`config.mk`:
```
export PLATFORM = sky130hd
export DESIGN_NAME = bfc_round_stage
export DESIGN_NICKNAME = d
export VERILOG_FILES = /design/src/sv/bfc_pkg.sv /design/src/sv/bfc_round_stage.sv
export SDC_FILE = /design/constraint.sdc
export NUM_CORES = 1
export LEC_CHECK = 0
export BUFFER_PORTS_ARGS = -buffer_cell sky130_fd_sc_hd__clkbuf_2
export CORE_UTILIZATION = 30
export DETAILED_ROUTE_END_ITERATION = 10
export GPL_TIMING_DRIVEN = 0
export PLACE_DENSITY = 0.56
export REMOVE_ABC_BUFFERS = 1
export SYNTH_ARGS = -nofsm -noshare
export SYNTH_HDL_FRONTEND = slang
export SYNTH_SLANG_ARGS = --single-unit
export TNS_END_PERCENT = 100
```
`constraint.sdc`:
```
create_clock -name aclk -period 4 [get_ports aclk]
set_clock_uncertainty 0.2 [all_clocks]
set_input_delay 0.2 -clock aclk [delete_from_list [all_inputs] [get_ports aclk]]
set_output_delay 0.2 -clock aclk [all_outputs]
set_load 0.005 [all_outputs]
```
`src/sv/bfc_pkg.sv`:
```
// ----------------------------------------------------------------------------
// bfc_pkg
// Shared types, tables and round functions of the byte Feistel block cipher
// (64-bit block, 128-bit key, eight byte branches).
// ----------------------------------------------------------------------------
package bfc_pkg;

    localparam int BFC_ROUND_COUNT = 20;
    localparam int BLOCK_W         = 64;
    localparam int KEY_HALF_W      = 64;
    localparam int CFG_INDEX_W     = 2;

    typedef logic [7:0]           byte_t;
    typedef logic [BLOCK_W-1:0]   block_t;
    typedef logic [CFG_INDEX_W-1:0] cfg_index_t;

    // configuration register indexes
    localparam cfg_index_t REG_KEY_UPPER = 2'd0;
    localparam cfg_index_t REG_KEY_LOWER = 2'd1;

    localparam logic [3:0] SBOX [16] = '{
        4'h4, 4'h5, 4'hE, 4'h9, 4'hB, 4'h8, 4'hD, 4'hA,
        4'hF, 4'hC, 4'h3, 4'h6, 4'h1, 4'h0, 4'h7, 4'h2
    };

    localparam logic [2:0] BIT_MOVE [8] = '{
        3'd1, 3'd7, 3'd4, 3'd2, 3'd3, 3'd0, 3'd5, 3'd6
    };

    // constant subkeys that whiten the two key halves
    localparam block_t WHITE_A = 64'hda316f589fcb7cf7;
    localparam block_t WHITE_B = 64'h92b12edd1c54aa80;

    localparam logic [4:0] KS_ODD_XOR = 5'h0B;

    // F: key xor, nibble sboxes, bit permutation
    function automatic byte_t ffun(byte_t x, byte_t k);
        byte_t v;
        byte_t s;
        byte_t o;
        v = x ^ k;
        s = {SBOX[v[7:4]], SBOX[v[3:0]]};
        o = '0;
        for (int i = 0; i < 8; i++) begin
            o[3'd7 - BIT_MOVE[i]] = s[3'(7 - i)];
        end
        return o;
    endfunction

    function automatic block_t enc_round(block_t w, block_t k, logic last);
        byte_t p [8];
        byte_t kb [8];
        byte_t f [8];
        byte_t t [8];
        block_t r;
        for (int i = 0; i < 8; i++) begin
            p[i]  = w[63-8*i -: 8];
            kb[i] = k[63-8*i -: 8];
        end
        f[0] = ffun(p[0], kb[0]);
        f[1] = ffun(p[2], kb[1]);
        f[2] = ffun(p[4], kb[2]);
        f[3] = ffun(p[6], kb[3]);
        f[4] = ffun(f[1] ^ p[3], kb[4]);
        f[5] = ffun(f[0] ^ p[1], kb[5]);
        f[6] = ffun(f[3] ^ p[7], kb[6]);
        f[7] = ffun(f[2] ^ p[5], kb[7]);
        if (!last) begin
            t[0] = f[5] ^ p[2]; t[1] = f[7] ^ p[6];
            t[2] = f[0] ^ p[1]; t[3] = f[6] ^ p[4];
            t[4] = f[3] ^ p[7]; t[5] = f[4] ^ p[0];
            t[6] = f[1] ^ p[3]; t[7] = f[2] ^ p[5];
        end else begin
            t[0] = f[1] ^ p[3]; t[1] = f[4] ^ p[0];
            t[2] = f[0] ^ p[1]; t[3] = f[5] ^ p[2];
            t[4] = f[3] ^ p[7]; t[5] = f[6] ^ p[4];
            t[6] = f[2] ^ p[5]; t[7] = f[7] ^ p[6];
        end
        r = {t[0], t[1], t[2], t[3], t[4], t[5], t[6], t[7]};
        return r;
    endfunction

    function automatic block_t dec_round(block_t w, block_t k, logic last);
        byte_t n [8];
        byte_t kb [8];
        byte_t f [8];
        byte_t p [8];
        byte_t x [8];
        block_t r;
        for (int i = 0; i < 8; i++) begin
            n[i]  = w[63-8*i -: 8];
            kb[i] = k[63-8*i -: 8];
        end
        if (!last) begin
            x[0] = n[5]; x[1] = n[2]; x[2] = n[0]; x[3] = n[6];
            x[4] = n[3]; x[5] = n[7]; x[6] = n[1]; x[7] = n[4];
        end else begin
            x[0] = n[1]; x[1] = n[2]; x[2] = n[3]; x[3] = n[0];
            x[4] = n[5]; x[5] = n[6]; x[6] = n[7]; x[7] = n[4];
        end
        f[4] = ffun(x[3], kb[4]);
        f[5] = ffun(x[1], kb[5]);
        f[6] = ffun(x[7], kb[6]);
        f[7] = ffun(x[5], kb[7]);
        p[0] = f[4] ^ x[0];
        p[2] = f[5] ^ x[2];
        p[4] = f[6] ^ x[4];
        p[6] = f[7] ^ x[6];
        f[0] = ffun(p[0], kb[0]);
        f[1] = ffun(p[2], kb[1]);
        f[2] = ffun(p[4], kb[2]);
        f[3] = ffun(p[6], kb[3]);
        p[1] = f[0] ^ x[1];
        p[3] = f[1] ^ x[3];
        p[5] = f[2] ^ x[5];
        p[7] = f[3] ^ x[7];
        r = {p[0], p[1], p[2], p[3], p[4], p[5], p[6], p[7]};
        return r;
    endfunction

endpackage

```
`src/sv/bfc_round_stage.sv`:
```
// ----------------------------------------------------------------------------
// bfc_round_stage
// One pipeline stage: a single encrypt or decrypt round and its register,
// with a valid bit and the direction traveling alongside the block.
// ----------------------------------------------------------------------------
module bfc_round_stage
    import bfc_pkg::*;
(
    input  logic   aclk,
    input  logic   aresetn,
    input  logic   load_en,
    input  logic   valid_in,
    input  logic   action_in,
    input  block_t block_in,
    input  block_t subkey,
    input  logic   last,
    output logic   valid_q,
    output logic   action_q,
    output block_t block_q
);

    logic   valid_reg;
    logic   action_reg;
    block_t block_reg;
    block_t block_next;

    always_comb begin
        if (action_in) begin
            block_next = dec_round(block_in, subkey, last);
        end else begin
            block_next = enc_round(block_in, subkey, last);
        end
    end

    always_ff @(posedge aclk) begin
        if (!aresetn) begin
            valid_reg <= 1'b0;
        end else if (load_en) begin
            valid_reg <= valid_in;
        end
    end

    always_ff @(posedge aclk) begin
        if (load_en && valid_in) begin
            action_reg <= action_in;
            block_reg  <= block_next;
        end
    end

    assign valid_q  = valid_reg;
    assign action_q = action_reg;
    assign block_q  = block_reg;

endmodule

```
Yosys cells after proc, flatten, opt, wreduce, memory -nomap -nowiden
Memories as Yosys holds them, arrays and structs flattened.
Cells that the tools add are included.
{"block": "op_classes", "n_lt_le_gt_ge": 16, "n_reduce_logical": 1, "n_bitwise": 48, "mux": 36}
{"op": "$mux 64", "n": 4}
{"op": "$mux 4", "n": 32}
{"op": "$xor 8x8->8", "n": 16}
{"op": "$ge 5x5->1 const B", "n": 16}
{"op": "$not 4->5", "n": 16}
{"op": "$xor 4x4->4", "n": 16}
{"op": "$logic_and 1x1->1", "n": 1}
{"block": "totals", "n_memories": 16, "out_inout_bits": 66, "mem_bits_ro": 1024, "in_bits": 134, "regBits": 66, "wordCells": 120}
{"name": "(no name shown)", "depth": 16, "width": 4, "read_ports": 1, "rd_clocked_by_memory_dff": 0, "write_ports": 0, "line": "bfc_pkg.sv:42", "rtl": "s = {SBOX[v[7:4]], SBOX[v[3:0]]};"}
{"name": "(no name shown)", "depth": 16, "width": 4, "read_ports": 1, "rd_clocked_by_memory_dff": 0, "write_ports": 0, "line": "bfc_pkg.sv:42"}
{"name": "(no name shown)", "depth": 16, "width": 4, "read_ports": 1, "rd_clocked_by_memory_dff": 0, "write_ports": 0, "line": "bfc_pkg.sv:42"}
{"name": "(no name shown)", "depth": 16, "width": 4, "read_ports": 1, "rd_clocked_by_memory_dff": 0, "write_ports": 0, "line": "bfc_pkg.sv:42"}
{"name": "(no name shown)", "depth": 16, "width": 4, "read_ports": 1, "rd_clocked_by_memory_dff": 0, "write_ports": 0, "line": "bfc_pkg.sv:42"}
{"name": "(no name shown)", "depth": 16, "width": 4, "read_ports": 1, "rd_clocked_by_memory_dff": 0, "write_ports": 0, "line": "bfc_pkg.sv:42"}
{"name": "+10 memories"}

Longest topological paths before layout
{"block": "depth", "word_depth": 15, "ltp_mapped": 16, "depth_no_buf": 14}

Worst setup path after synthesis
Ideal clock, no wire load.
{"block": "synth_path", "path_kind": "input port to flip-flop", "startpoint": "input port last", "endpoint": "register block_reg[1] (netlist: block_q[1]) (data pin)", "n_path_buf": 2, "required_ns": 3.533, "setup_time_ns": 0.267, "t_arrival_ns": 3.255, "path_stages": 15, "path_slack_ns": 0.278, "cell_sequence": "buf_6 buf_6 mux2i_2 xor2_1 inv_1 ha_1 nor2_1 maj3_1 mux2_2 xnor3_2 inv_2 ha_1 maj3_1 a2111oi_0 nor2_1"}
{"block": "synth_between", "elab_chain_len": 15, "elab_cells_between_ends": 16, "cone_classes": "mux (8); bitwise (6); memory (2)"}
{"element": "start, declared", "line": "bfc_round_stage.sv:16", "rtl": "input logic last,"}
{"element": "$mux 64", "line": "bfc_pkg.sv:94", "rtl": "if (!last) begin"}
{"element": "$mux 64", "line": "bfc_round_stage.sv:28", "rtl": "if (action_in) begin"}
{"element": "$xor 4x4->4", "line": "bfc_pkg.sv:41", "rtl": "v = x ^ k;"}
{"element": "$not 4->5 (implied by the code)", "line": "bfc_pkg.sv:42"}
{"element": "$mem_v2 16x4"}
{"element": "$mux 4 (implied by the code) (2 in series)", "line": "bfc_pkg.sv:42"}
{"element": "$xor 8x8->8", "line": "bfc_pkg.sv:108", "rtl": "p[6] = f[7] ^ x[6];"}
{"element": "$xor 4x4->4", "line": "bfc_pkg.sv:41"}
{"element": "$not 4->5 (implied by the code)", "line": "bfc_pkg.sv:42"}
{"element": "$mem_v2 16x4"}
{"element": "$mux 4 (implied by the code) (2 in series)", "line": "bfc_pkg.sv:42"}
{"element": "$xor 8x8->8", "line": "bfc_pkg.sv:116", "rtl": "p[7] = f[3] ^ x[7];"}
{"element": "$mux 64 (*)", "line": "bfc_round_stage.sv:28"}
{"element": "net block_next[1]", "line": "bfc_round_stage.sv:25", "rtl": "block_t block_next;"}
{"element": "end signal, assigned", "line": "bfc_round_stage.sv:46", "rtl": "block_reg <= block_next;"}
{"element": "end, declared", "line": "bfc_round_stage.sv:24", "rtl": "block_t block_reg;"}
Mark *: on every way through the listed nets, which the timed path passes. The rest lies on a longest branch. The select of a mux whose other input is x is not followed.
A chain may end at the register's enable or synchronous reset.

Worst setup path after layout
Same ends and word-level chain as after synthesis.

==> out/metrics.cfg <==
[outcome]
status=complete, no violations

[drt]
ant_nets=0
top_layer=met5
wirelength_met1_um=7820
vias=4862
first_pass_iters=5
wl_per_cell_um=15.8
first_iter_violations=345
viasPerCell=4.72
wl_met3_um=821
met2_wirelength_um=7450
drc=0
routed_wl_um=16300

[flow_run]
cap_violations=0

[yosys]
yosysUniqueCellTypes=70
yosys-top-cells-area=edfxtp_1 (17%), xnor2_1 (12%), ha_1 (9.6%), mux2i_1 (8.4%), xor2_1 (5.6%)
synth_top_area_share_pct=16.6
synth_area_um2=5970
synth-seq-area-share_pct=16.9
synth_flop_cell=edfxtp_1
synth_seq_cells=34
synthArstFlopShare_pct=0
synth_edf_count=33
synthCells=669
ys.warnings.count=0
yosysMostFrequentCell=xnor2_1
synth_commonest_cells=xnor2_1 (79), nand2_1 (59), inv_1 (56), mux2i_1 (50), ha_1 (46)
synth_top_cell_by_area=edfxtp_1
synth_area_per_cell_um2=8.92

[setup_path]
worst_ep_arrival_time_ns=3.58
path_delay_family=adder cells
reg2reg_from=valid_q$_SDFFE_PN0P_
rr_worst_depth=2
crit_end=block_q[1]$_DFFE_PP_
critPathKind=in2reg
end_kind=flop
worstPathRequired_ns=3.81
startpoint=last
path_buf_inv=3
path_cells=buf_12 > mux2i_2 > xor2_1 > inv_1 > ha_1 > nor2_1 > maj3_1 > mux2_2 > xnor3_2 > inv_2 > ha_1 > maj3_1 > a2111oi_1 > nor2_1
startpoint_type=input port
critPathSlowestCell=a2111oi_1
r2r-end=valid_q$_SDFFE_PN0P_
cp.depth=14
crit_fanout=43
critPathMaxStageDelay_ns=0.40
reg2reg_setup_slack_ns=3.12

[layout]
antenna_cells=0
syn_to_final_growth_pct=13.9
final_cells=1031
final_cell_area_um2=6800
nets=945
drive_gt1_share_pct=21.4
fill_cells=2020
final_core_util_pct=34.9

[global_routing]
grt_pass1_vias=4386
track_usage_pct=15.9
grt_antenna_before_repair=1
grt_pass1_wl_um=24600
overflow=0
grt_max_degree=47

[power_and_ir_drop]
p_leak_nw=3.12
power.ir.vdd_worst_v=0.000141
cellPowerDensity_nw_per_um2=341

[clock_tree]
clock-sinks=34
cts_max_level=2
root_buffer=clkbuf_16
cts_tree=yes
post_cts_buffers=0
clock_latency_ns=0.27
ctsLongestPathBuffers=2
numCtsBuffers=5
clkTransAtPathRegs_ns=0.05

[sta]
finalSetupViolCount=0
fmax_ghz=0.265
max_slew_margin_pct=42.0
finalMaxSlewViolations=0
worstMarginPinSlew_ns=0.869
grt_setup_unrepaired=no
min_period_ns=3.77
hold_viol_final=0
whs_ns=0.0434
min_period_over_period_pct=94.3

[floorplanning]
die_h_um=143
rows=51
core_area_um2=19500
num_io_pins=200
die_w_um=143
dieArea_um2=20500
initial_core_util_pct=30.7

[placement]
dp_hpwl_um=13800
port_buffers=113
dp_cells=1022
placed_cell_area_um2=6630
place_congestion=0.861

[worst_hold_path]
min_from=load_en
hp-class=in2reg

## state kept, by name, summed over array words and instances (netlist names)
name,count
valid_q,1
block_q,32
action_q,1
## kinds of logic (layout without fill, tap and decap cells)
logic type	count (synthesis)	in the layout	synth area share [%]
AND/OR/NAND/NOR	151	151	11.4
AO/OA/AOI/OAI	109	109	12.4
XOR/XNOR	136	136	23.8
buffers and inverters	114	180	9.52
flip-flops	34	34	16.9
other	1	32	0.0628
multiplexers	73	73	15.3
adder cells (fa/ha/maj)	51	51	10.5
## layout by cell type (no fill, tap or decap), types with 24 or more instances in the layout
cell type and count:
conb_1 32, nand2_1 59, xor2_1 38, edfxtp_1 33
ha_1 46, xnor2_1 79, inv_1 56, mux2i_1 50
o21ai_0 24, clkbuf_2 112, nor2_1 43
## cell type report
class	count	area (um2)	area share, %
inverters	58	218	3.20
clock inverters	2	8.76	0.129
well taps	265	332	4.88
flip-flops and latches	34	1010	14.9
clock buffers	6	129	1.90
repair buffers	114	591	8.69
multi-input cells	552	4510	66.3
## metal layers
layer  track usage [%]  vias to the layer above
met4              3.57                        2
met3              1.68                       11
met5                 0                        -
met2              26.1                      135
li1                  -                     2433
met1              22.3                     2281
## timing repair
action                     4_1_cts  5_1_grt
hold buffers                     1        0
hold endpoints to repair         1        0
gates resized for setup          2        3
setup endpoints to repair        6        1
## per-stage QoR
step	setup slack (ns)	setup TNS (ns)	power [mW]
3_5_place_dp	-0.824	-4.54	1.97
2_1_floorplan	0.615	0	1.54
6_report	0.229	0	2.32
5_1_grt	0.0100	0	2.50
3_3_place_gp	-0.791	-4.29	1.96
4_1_cts	0.101	0	2.33
## where the power goes
part	total, mW	switching (mW)	leakage, nW	internal, mW
sequential	0.478	0.0110	0.317	0.467
clock	0.353	0.127	0.0683	0.227
combinational	1.49	0.836	2.73	0.652
total	2.32	0.974	3.12	1.35
## how the worst min path moves through the flow
stage	to	depth (start not counted)
after global placement	valid_q$_SDFFE_PN0P_	2
after floorplan	action_q$_DFFE_PP_	0
after CTS	valid_q$_SDFFE_PN0P_	3
after global routing	valid_q$_SDFFE_PN0P_	3
final	valid_q$_SDFFE_PN0P_	3
after detailed placement	valid_q$_SDFFE_PN0P_	2
## tightest hold or removal path, stage by stage
cell	delay, ns
clkbuf_2	0.08
nor2b_1	0.04
o21a_1	0.15
Power figures use the tool's default switching activity.
