## src/sv/bfc_pkg.sv

```systemverilog
// ----------------------------------------------------------------------------
// bfc_pkg
// Shared types, tables and round functions of the byte Feistel block cipher
// (64-bit block, 128-bit key, eight byte branches).
// ----------------------------------------------------------------------------
package bfc_pkg;

    localparam int BFC_ROUND_COUNT = 20;
    localparam int BLOCK_W         = 64;
    localparam int KEY_HALF_W      = 64;
    localparam int CFG_INDEX_W     = 2;

    typedef logic [7:0]           byte_t;
    typedef logic [BLOCK_W-1:0]   block_t;
    typedef logic [CFG_INDEX_W-1:0] cfg_index_t;

    // configuration register indexes
    localparam cfg_index_t REG_KEY_UPPER = 2'd0;
    localparam cfg_index_t REG_KEY_LOWER = 2'd1;

    localparam logic [3:0] SBOX [16] = '{
        4'h4, 4'h5, 4'hE, 4'h9, 4'hB, 4'h8, 4'hD, 4'hA,
        4'hF, 4'hC, 4'h3, 4'h6, 4'h1, 4'h0, 4'h7, 4'h2
    };

    localparam logic [2:0] BIT_MOVE [8] = '{
        3'd1, 3'd7, 3'd4, 3'd2, 3'd3, 3'd0, 3'd5, 3'd6
    };

    // constant subkeys that whiten the two key halves
    localparam block_t WHITE_A = 64'hda316f589fcb7cf7;
    localparam block_t WHITE_B = 64'h92b12edd1c54aa80;

    localparam logic [4:0] KS_ODD_XOR = 5'h0B;

    // F: key xor, nibble sboxes, bit permutation
    function automatic byte_t ffun(byte_t x, byte_t k);
        byte_t v;
        byte_t s;
        byte_t o;
        v = x ^ k;
        s = {SBOX[v[7:4]], SBOX[v[3:0]]};
        o = '0;
        for (int i = 0; i < 8; i++) begin
            o[3'd7 - BIT_MOVE[i]] = s[3'(7 - i)];
        end
        return o;
    endfunction

    function automatic block_t enc_round(block_t w, block_t k, logic last);
        byte_t p [8];
        byte_t kb [8];
        byte_t f [8];
        byte_t t [8];
        block_t r;
        for (int i = 0; i < 8; i++) begin
            p[i]  = w[63-8*i -: 8];
            kb[i] = k[63-8*i -: 8];
        end
        f[0] = ffun(p[0], kb[0]);
        f[1] = ffun(p[2], kb[1]);
        f[2] = ffun(p[4], kb[2]);
        f[3] = ffun(p[6], kb[3]);
        f[4] = ffun(f[1] ^ p[3], kb[4]);
        f[5] = ffun(f[0] ^ p[1], kb[5]);
        f[6] = ffun(f[3] ^ p[7], kb[6]);
        f[7] = ffun(f[2] ^ p[5], kb[7]);
        if (!last) begin
            t[0] = f[5] ^ p[2]; t[1] = f[7] ^ p[6];
            t[2] = f[0] ^ p[1]; t[3] = f[6] ^ p[4];
            t[4] = f[3] ^ p[7]; t[5] = f[4] ^ p[0];
            t[6] = f[1] ^ p[3]; t[7] = f[2] ^ p[5];
        end else begin
            t[0] = f[1] ^ p[3]; t[1] = f[4] ^ p[0];
            t[2] = f[0] ^ p[1]; t[3] = f[5] ^ p[2];
            t[4] = f[3] ^ p[7]; t[5] = f[6] ^ p[4];
            t[6] = f[2] ^ p[5]; t[7] = f[7] ^ p[6];
        end
        r = {t[0], t[1], t[2], t[3], t[4], t[5], t[6], t[7]};
        return r;
    endfunction

    function automatic block_t dec_round(block_t w, block_t k, logic last);
        byte_t n [8];
        byte_t kb [8];
        byte_t f [8];
        byte_t p [8];
        byte_t x [8];
        block_t r;
        for (int i = 0; i < 8; i++) begin
            n[i]  = w[63-8*i -: 8];
            kb[i] = k[63-8*i -: 8];
        end
        if (!last) begin
            x[0] = n[5]; x[1] = n[2]; x[2] = n[0]; x[3] = n[6];
            x[4] = n[3]; x[5] = n[7]; x[6] = n[1]; x[7] = n[4];
        end else begin
            x[0] = n[1]; x[1] = n[2]; x[2] = n[3]; x[3] = n[0];
            x[4] = n[5]; x[5] = n[6]; x[6] = n[7]; x[7] = n[4];
        end
        f[4] = ffun(x[3], kb[4]);
        f[5] = ffun(x[1], kb[5]);
        f[6] = ffun(x[7], kb[6]);
        f[7] = ffun(x[5], kb[7]);
        p[0] = f[4] ^ x[0];
        p[2] = f[5] ^ x[2];
        p[4] = f[6] ^ x[4];
        p[6] = f[7] ^ x[6];
        f[0] = ffun(p[0], kb[0]);
        f[1] = ffun(p[2], kb[1]);
        f[2] = ffun(p[4], kb[2]);
        f[3] = ffun(p[6], kb[3]);
        p[1] = f[0] ^ x[1];
        p[3] = f[1] ^ x[3];
        p[5] = f[2] ^ x[5];
        p[7] = f[3] ^ x[7];
        r = {p[0], p[1], p[2], p[3], p[4], p[5], p[6], p[7]};
        return r;
    endfunction

endpackage

```

## src/sv/bfc_key_sched.sv

```systemverilog
// ----------------------------------------------------------------------------
// bfc_key_sched
// Key registers and subkey expansion: a whitening step, then one subkey
// per cycle while no configuration write arrives, into a register bank that the round stages read.
// ----------------------------------------------------------------------------
module bfc_key_sched
    import bfc_pkg::*;
#(
    parameter int ROUND_COUNT = BFC_ROUND_COUNT
) (
    input  logic             aclk,
    input  logic             aresetn,
    input  logic             cfg_valid,
    input  cfg_index_t       cfg_index,
    input  logic [KEY_HALF_W-1:0] cfg_data,
    output logic             key_ready,
    output block_t           subkeys [ROUND_COUNT]
);

    localparam int CNT_W = $clog2(ROUND_COUNT);

    typedef enum logic [1:0] {
        KS_LOAD,
        KS_EXPAND,
        KS_DONE
    } ks_state_t;

    ks_state_t              state_reg;
    logic [CNT_W-1:0]       cnt_reg;
    logic [KEY_HALF_W-1:0]  key_upper_reg;
    logic [KEY_HALF_W-1:0]  key_lower_reg;
    logic [127:0]           ks_reg;
    logic [127:0]           ks_next;
    block_t                 subkey_next;
    block_t                 sk_reg [ROUND_COUNT];

    // even steps rotate by 17 and sbox one nibble, odd steps rotate by 61 and xor a constant
    always_comb begin
        if (!cnt_reg[0]) begin
            ks_next      = {ks_reg[110:0], ks_reg[127:111]};
            ks_next[7:4] = SBOX[ks_next[7:4]];
            subkey_next  = ks_next[63:0];
        end else begin
            ks_next          = {ks_reg[66:0], ks_reg[127:67]};
            ks_next[115:111] = ks_next[115:111] ^ KS_ODD_XOR;
            subkey_next      = ks_next[127:64];
        end
    end

    always_ff @(posedge aclk) begin
        if (!aresetn) begin
            state_reg     <= KS_LOAD;
            cnt_reg       <= '0;
            key_upper_reg <= '0;
            key_lower_reg <= '0;
            ks_reg        <= '0;
        end else if (cfg_valid) begin
            unique case (cfg_index)
                REG_KEY_UPPER: begin
                    key_upper_reg <= cfg_data;
                    state_reg     <= KS_LOAD;
                end
                REG_KEY_LOWER: begin
                    key_lower_reg <= cfg_data;
                    state_reg     <= KS_LOAD;
                end
                default: ;
            endcase
        end else begin
            unique case (state_reg)
                KS_LOAD: begin
                    ks_reg    <= {enc_round(key_upper_reg, WHITE_A, 1'b0),
                                  enc_round(key_lower_reg, WHITE_B, 1'b0)};
                    cnt_reg   <= '0;
                    state_reg <= KS_EXPAND;
                end
                KS_EXPAND: begin
                    ks_reg  <= ks_next;
                    cnt_reg <= cnt_reg + 1'b1;
                    if (cnt_reg == CNT_W'(ROUND_COUNT - 1)) begin
                        state_reg <= KS_DONE;
                    end
                end
                KS_DONE: ;
                default: state_reg <= KS_LOAD;
            endcase
        end
    end

    always_ff @(posedge aclk) begin
        if (state_reg == KS_EXPAND && !cfg_valid) begin
            sk_reg[cnt_reg] <= subkey_next;
        end
    end

    assign key_ready = (state_reg == KS_DONE);
    assign subkeys   = sk_reg;

endmodule

```

## config.mk

```make
export PLATFORM = sky130hd
export DESIGN_NAME = bfc_key_sched
export DESIGN_NICKNAME = d
export VERILOG_FILES = /design/src/sv/bfc_pkg.sv /design/src/sv/bfc_key_sched.sv
export SDC_FILE = /design/constraint.sdc
export NUM_CORES = 1
export LEC_CHECK = 0
export ABC_AREA = 0
export CORE_AREA = 2 2 524 526
export CTS_CLUSTER_DIAMETER = 200
export DETAILED_ROUTE_END_ITERATION = 10
export DIE_AREA = 0 0 526 528
export DONT_BUFFER_PORTS = 1
export SETUP_SLACK_MARGIN = 0.4
export SKIP_LAST_GASP = 1
export SYNTH_ARGS = -nofsm -noshare
export SYNTH_HDL_FRONTEND = slang
export SYNTH_SLANG_ARGS = --single-unit
```

## constraint.sdc

```tcl
create_clock -name aclk -period 10.3 [get_ports aclk]
set_input_delay 2.575 -clock aclk [delete_from_list [all_inputs] [get_ports aclk]]
set_output_delay 2.575 -clock aclk [all_outputs]
set_load 0.02 [all_outputs]
```

After elaboration in Yosys (flattened, before gate mapping)
Memory sizes are Yosys's and may differ from the RTL's. Cells that the tools add are included.

$add $sub $neg: 1. Order comparisons: 19. Eq/ne operators: 7. Multiplexer cells: 45. Bitwise logic cells: 51. Reductions and logical operators: 11.

Operators with widths (count): $bwmux 1280 (1); $demux 64 s5 (1); $pmux 128 s2 (1); $mux 4 (34); $mux 128 (1); $mux 64 (2); $xor 8x8->8 (16); $ge 5x5->1 const B (17); $not 4->5 (17); $not 3->3 (5); $pmux 5 s2 (1); $not 2->2 (4); $not 4->4 (2); $ge 6x6->1 const B (1); $lt 6x1->1 const B (1); $mux 2 (3); $not 1->1 (6); $not 5->6 (1); $pmux 2 s3 (1); $reduce_and 2->1 (3); $add 5x1->5 const B (1); $eq 5x5->1 const B (1); $eq 2x1->1 const B (2); $logic_not 2->1 (2); other kinds (8) (10).

Bits in registers: 1543. ROM bits: 1088. Input port bits: 69. Output and inout port bits: 1281. Word-level logic and storage cells: 176. Memories kept: 17.

Memory list: (no name shown) (depth 16, width 4, read ports 1, clocked after memory_dff 0, wr ports 0, line bfc_pkg.sv:42) `s = {SBOX[v[7:4]], SBOX[v[3:0]]};`; (no name shown) (depth 16, width 4, read ports 1, clocked after memory_dff 0, wr ports 0, line bfc_pkg.sv:42); (no name shown) (depth 16, width 4, read ports 1, clocked after memory_dff 0, wr ports 0, line bfc_pkg.sv:42); (no name shown) (depth 16, width 4, read ports 1, clocked after memory_dff 0, wr ports 0, line bfc_pkg.sv:42); (no name shown) (depth 16, width 4, read ports 1, clocked after memory_dff 0, wr ports 0, line bfc_pkg.sv:42); (no name shown) (depth 16, width 4, read ports 1, clocked after memory_dff 0, wr ports 0, line bfc_pkg.sv:42); 11 more memories.

Depth between registers and ports, before layout
Depth after elaboration: 13. Gate-level depth with buffers: 11. Depth with buffers taken out: 11.

Worst setup path after synthesis
OpenSTA, ideal clock, no wires.

Path type: in2reg. Start point: input port cfg_valid. End point: register sk_reg, in the netlist subkeys[320], enable pin. Library setup time: 0.487 ns. Data arrival time: 6.209 ns. Data required time: 9.813 ns. Slack: 3.604 ns. Cell stages on the path: 5. Path buffers: 2. Cells stage by stage: clkbuf_1 -> nor2_1 -> clkbuf_1 -> nand2_1 -> nor2_1.

Longest elaborated chain between the ends: 2.

Ends and longest elaborated chain: start, declared (line bfc_key_sched.sv:13) `input logic cfg_valid,`; $logic_not 1->1 (line bfc_key_sched.sv:91) `if (state_reg == KS_EXPAND && !cfg_valid) begin`; $logic_and 1x1->1 (line bfc_key_sched.sv:91); end signal, assigned by index (line bfc_key_sched.sv:92) `sk_reg[cnt_reg] <= subkey_next;`; end, declared (line bfc_key_sched.sv:35) `block_t sk_reg [ROUND_COUNT];`.

Every way passes these cells. A chain may end at the register's enable or synchronous reset.

Final worst setup path
Start point: input port cfg_valid. End point: register sk_reg, in the netlist subkeys[641], enable pin.

Same word-level chain as after synthesis.

==> results.txt <==
status: finished clean
worst-skew pair later-pin latency: 840 ps
Tightest Pin Transition: 1177 ps
number of max-slew violations in the final report: 0
share of cells above drive strength 1: 0.1252
initial drt markers: 2887
final cycle utilization of the critical path: 0.5594
crit start category: input pin
Final nets: 3127
list of most frequent post-synthesis cells: edfxtp_1, nand2_1, dfxtp_1
worst-path fanout max: 71
fillers: 28370
Mapped Cells: 2909
Synth Register Bits: 1495
internal cell power: 0.009771 W
Synth Warn #: 0
Post-synth EDFFs: 1280
Slew HR: 0.2150
largest net degree at the start of global routing: 223
Final Hold Viols: 0
Post-DRT Antenna Nets: 0
CTS tree: built
Max H-tree Level: 4
final setup TNS: 0 ps
critical path, cell by cell: nor2_4 > buf_4 > nand2_1 > nor2_4 > buf_4 > buf_4
CP max stage delay: 980 ps
wire per inst: 27.69 µm
Core Area: 272400 µm²
Switch Pwr: 0.002784 W
Clock transition at path regs: 60 ps
area growth from synthesis to layout: 19.97%
top post-synthesis cells by area: edfxtp_1, dfxtp_1, nand2_1, a21boi_1, o21ai_0
clk sink count: 1495
Distinct cells, synth: 67
dpl cell area: 56150 µm²
die height: 528 µm
PostCTS Resize Cnt: 0
Critical Path RT: 10710 ps
Max VDD drop: 0.1208 mV
power share of the combinational group: 0.036
Starting Density: 0.1870
Reg power frac: 0.532
CP most frequent cell: buf_4
Clk pwr share: 0.432
first-pass GRT wire length: 240300 µm
mean area per synthesized cell: 17.51 µm²
number of remaining DRC errors: 0
worst setup path class: in2reg
Routability Congestion: 0.8405
top cell type's share of synthesized area: 0.7545
Tot GR Track Use: 0.1259
die area: 277700 µm²
cell with the most instances after synthesis: edfxtp_1
Top FF cell, synth: edfxtp_1
Tmin final: 5762 ps
post-DP HPWL: 121900 µm
post-synth net total: 3015
Async SR Flop Fraction: 0
io pins: 1350
initial antenna violation count: 43
Max Clock Freq: 173.5 MHz
vias: 27350
Final Instance Area: 61120 µm²
PD cells: 205.4 nW/µm²
Max-Cap Viols: 0
Arr. time, crit path: 6180 ps
post-DR vias/cell: 4.051
Seq/Total Area, Yosys: 0.8390
row count: 192
PortBufs: 0
Die Span X: 526 µm
CTS Buf Count: 155
max reg flops: 1280
post-CTS setup buffer count: 0
clock root buffer: clkbuf_16
vias in the first global route: 26400
P_leak: 19.78 nW
GRT overflow: 0
DRT Pass-1 Iters: 8
Mapped Area: 50940 µm²
area leader, netlist: edfxtp_1
Setup-failing EPs final: 0
WL final: 186900 µm
Crit-path slowest cell: nor2_4
worst hold path class: reg2reg
clock skew: 67.50 ps
hold buffers post-CTS: 0
unrepaired setup endpoints after global routing: no
clock buffer depth: 4
crit path capture type: flip-flop
Switching Share: 0.2218
==> cell type report <==
cell class	instances	area (µm²)	share of cell area
multi-input combinational	1177	7805	0.1277
timing repair buffer	91	733.2	0.01200
inverter	101	379.1	0.006203
tap	3589	4491	0.07347
antenna	24	60.06	0.0009826
clock buffer	185	4074	0.06666
sequential	1495	42740	0.6994
clock inverter	90	832.0	0.01361
==> per-stage QoR <==
stage | util | worst slack [ps] | total power [W] | std cells | hold slack, ps
final | 0.2244 | 4538 | 0.01255 | 6752 | 465.5
after global routing | 0.2242 | 4386 | 0.01294 | 6733 | 483.5
after CTS | 0.2241 | 4594 | 0.01268 | 6728 | 468.2
after detailed placement | 0.2061 | 3625 | 0.007267 | 6453 | 459.3
after global placement | 0.2061 | 3730 | 0.007261 | 6453 | 456.6
after floorplan | - | 3604 | 0.007024 | 2909 | 441.5
==> placed cells by master, fill, tap and decap left out, types with 12 or more instances in the layout <==
master,n
mux2i_1,20
dfxtp_1,214
clkbuf_1,24
nand3_1,28
nor2_4,22
xnor2_1,37
a22oi_1,65
mux2_1,36
nand2_1,332
inv_1,97
clkbuf_16,157
xor2_1,23
clkinv_1,33
ha_1,37
clkinv_2,20
nor2_1,36
nor3_1,14
o21ai_1,23
a21boi_1,95
edfxtp_1,1280
o21ai_4,24
nor2b_1,77
a21oi_1,41
diode_2,24
a31oi_1,12
o211ai_1,25
buf_4,87
o21ai_0,98
==> critical path: cells and delay by family <==
kind                   cells  cell delay [ps]
AND/OR/NAND/NOR            3             1580
buffers and inverters      3             1910
==> path summary, 6_finish.rpt <==
kind	slack (ps)	start	endpoint	depth (start not counted)
worst max-delay path	4540	cfg_valid	subkeys[641]$_DFFE_PP_	6
worst min-delay path	470	key_lower_reg[7]$_SDFFE_PN0P_	key_lower_reg[7]$_SDFFE_PN0P_	2
worst max register to register	4670	state_reg[1]$_SDFFE_PN0P_	subkeys[641]$_DFFE_PP_	7
worst min register to register	470	key_lower_reg[7]$_SDFFE_PN0P_	key_lower_reg[7]$_SDFFE_PN0P_	2
==> cell families after synthesis <==
logic type | after synthesis | synth area share
xor gates and xnor gates | 62 | 0.01095
DFF | 1495 | 0.8390
AOI/OAI and AO/OA | 451 | 0.05774
buffers and inverters | 237 | 0.01795
adders and majority gates | 37 | 0.009087
muxes | 65 | 0.01564
and+or+nand+nor | 562 | 0.04964
==> power by group through the flow <==
stage / registers, W / logic [W] / clock network (W)
global placement: 0.00681 / 0.000452 / 0
detailed placement: 0.00681 / 0.000456 / 0
finish: 0.00668 / 0.000449 / 0.00542
global route: 0.00669 / 0.000485 / 0.00577
CTS: 0.00668 / 0.000458 / 0.00554
floorplan: 0.00679 / 0.000237 / 0
==> metal layers <==
metal  GRT usage  vias up  share of wire
met4     0.04889       12          0.034
met1      0.1493    14110           0.38
met3     0.04557      268           0.11
li1            -    11060              -
met5           0        -        0.00043
met2      0.2072     1898           0.47
(Power assumes the default switching activity.)
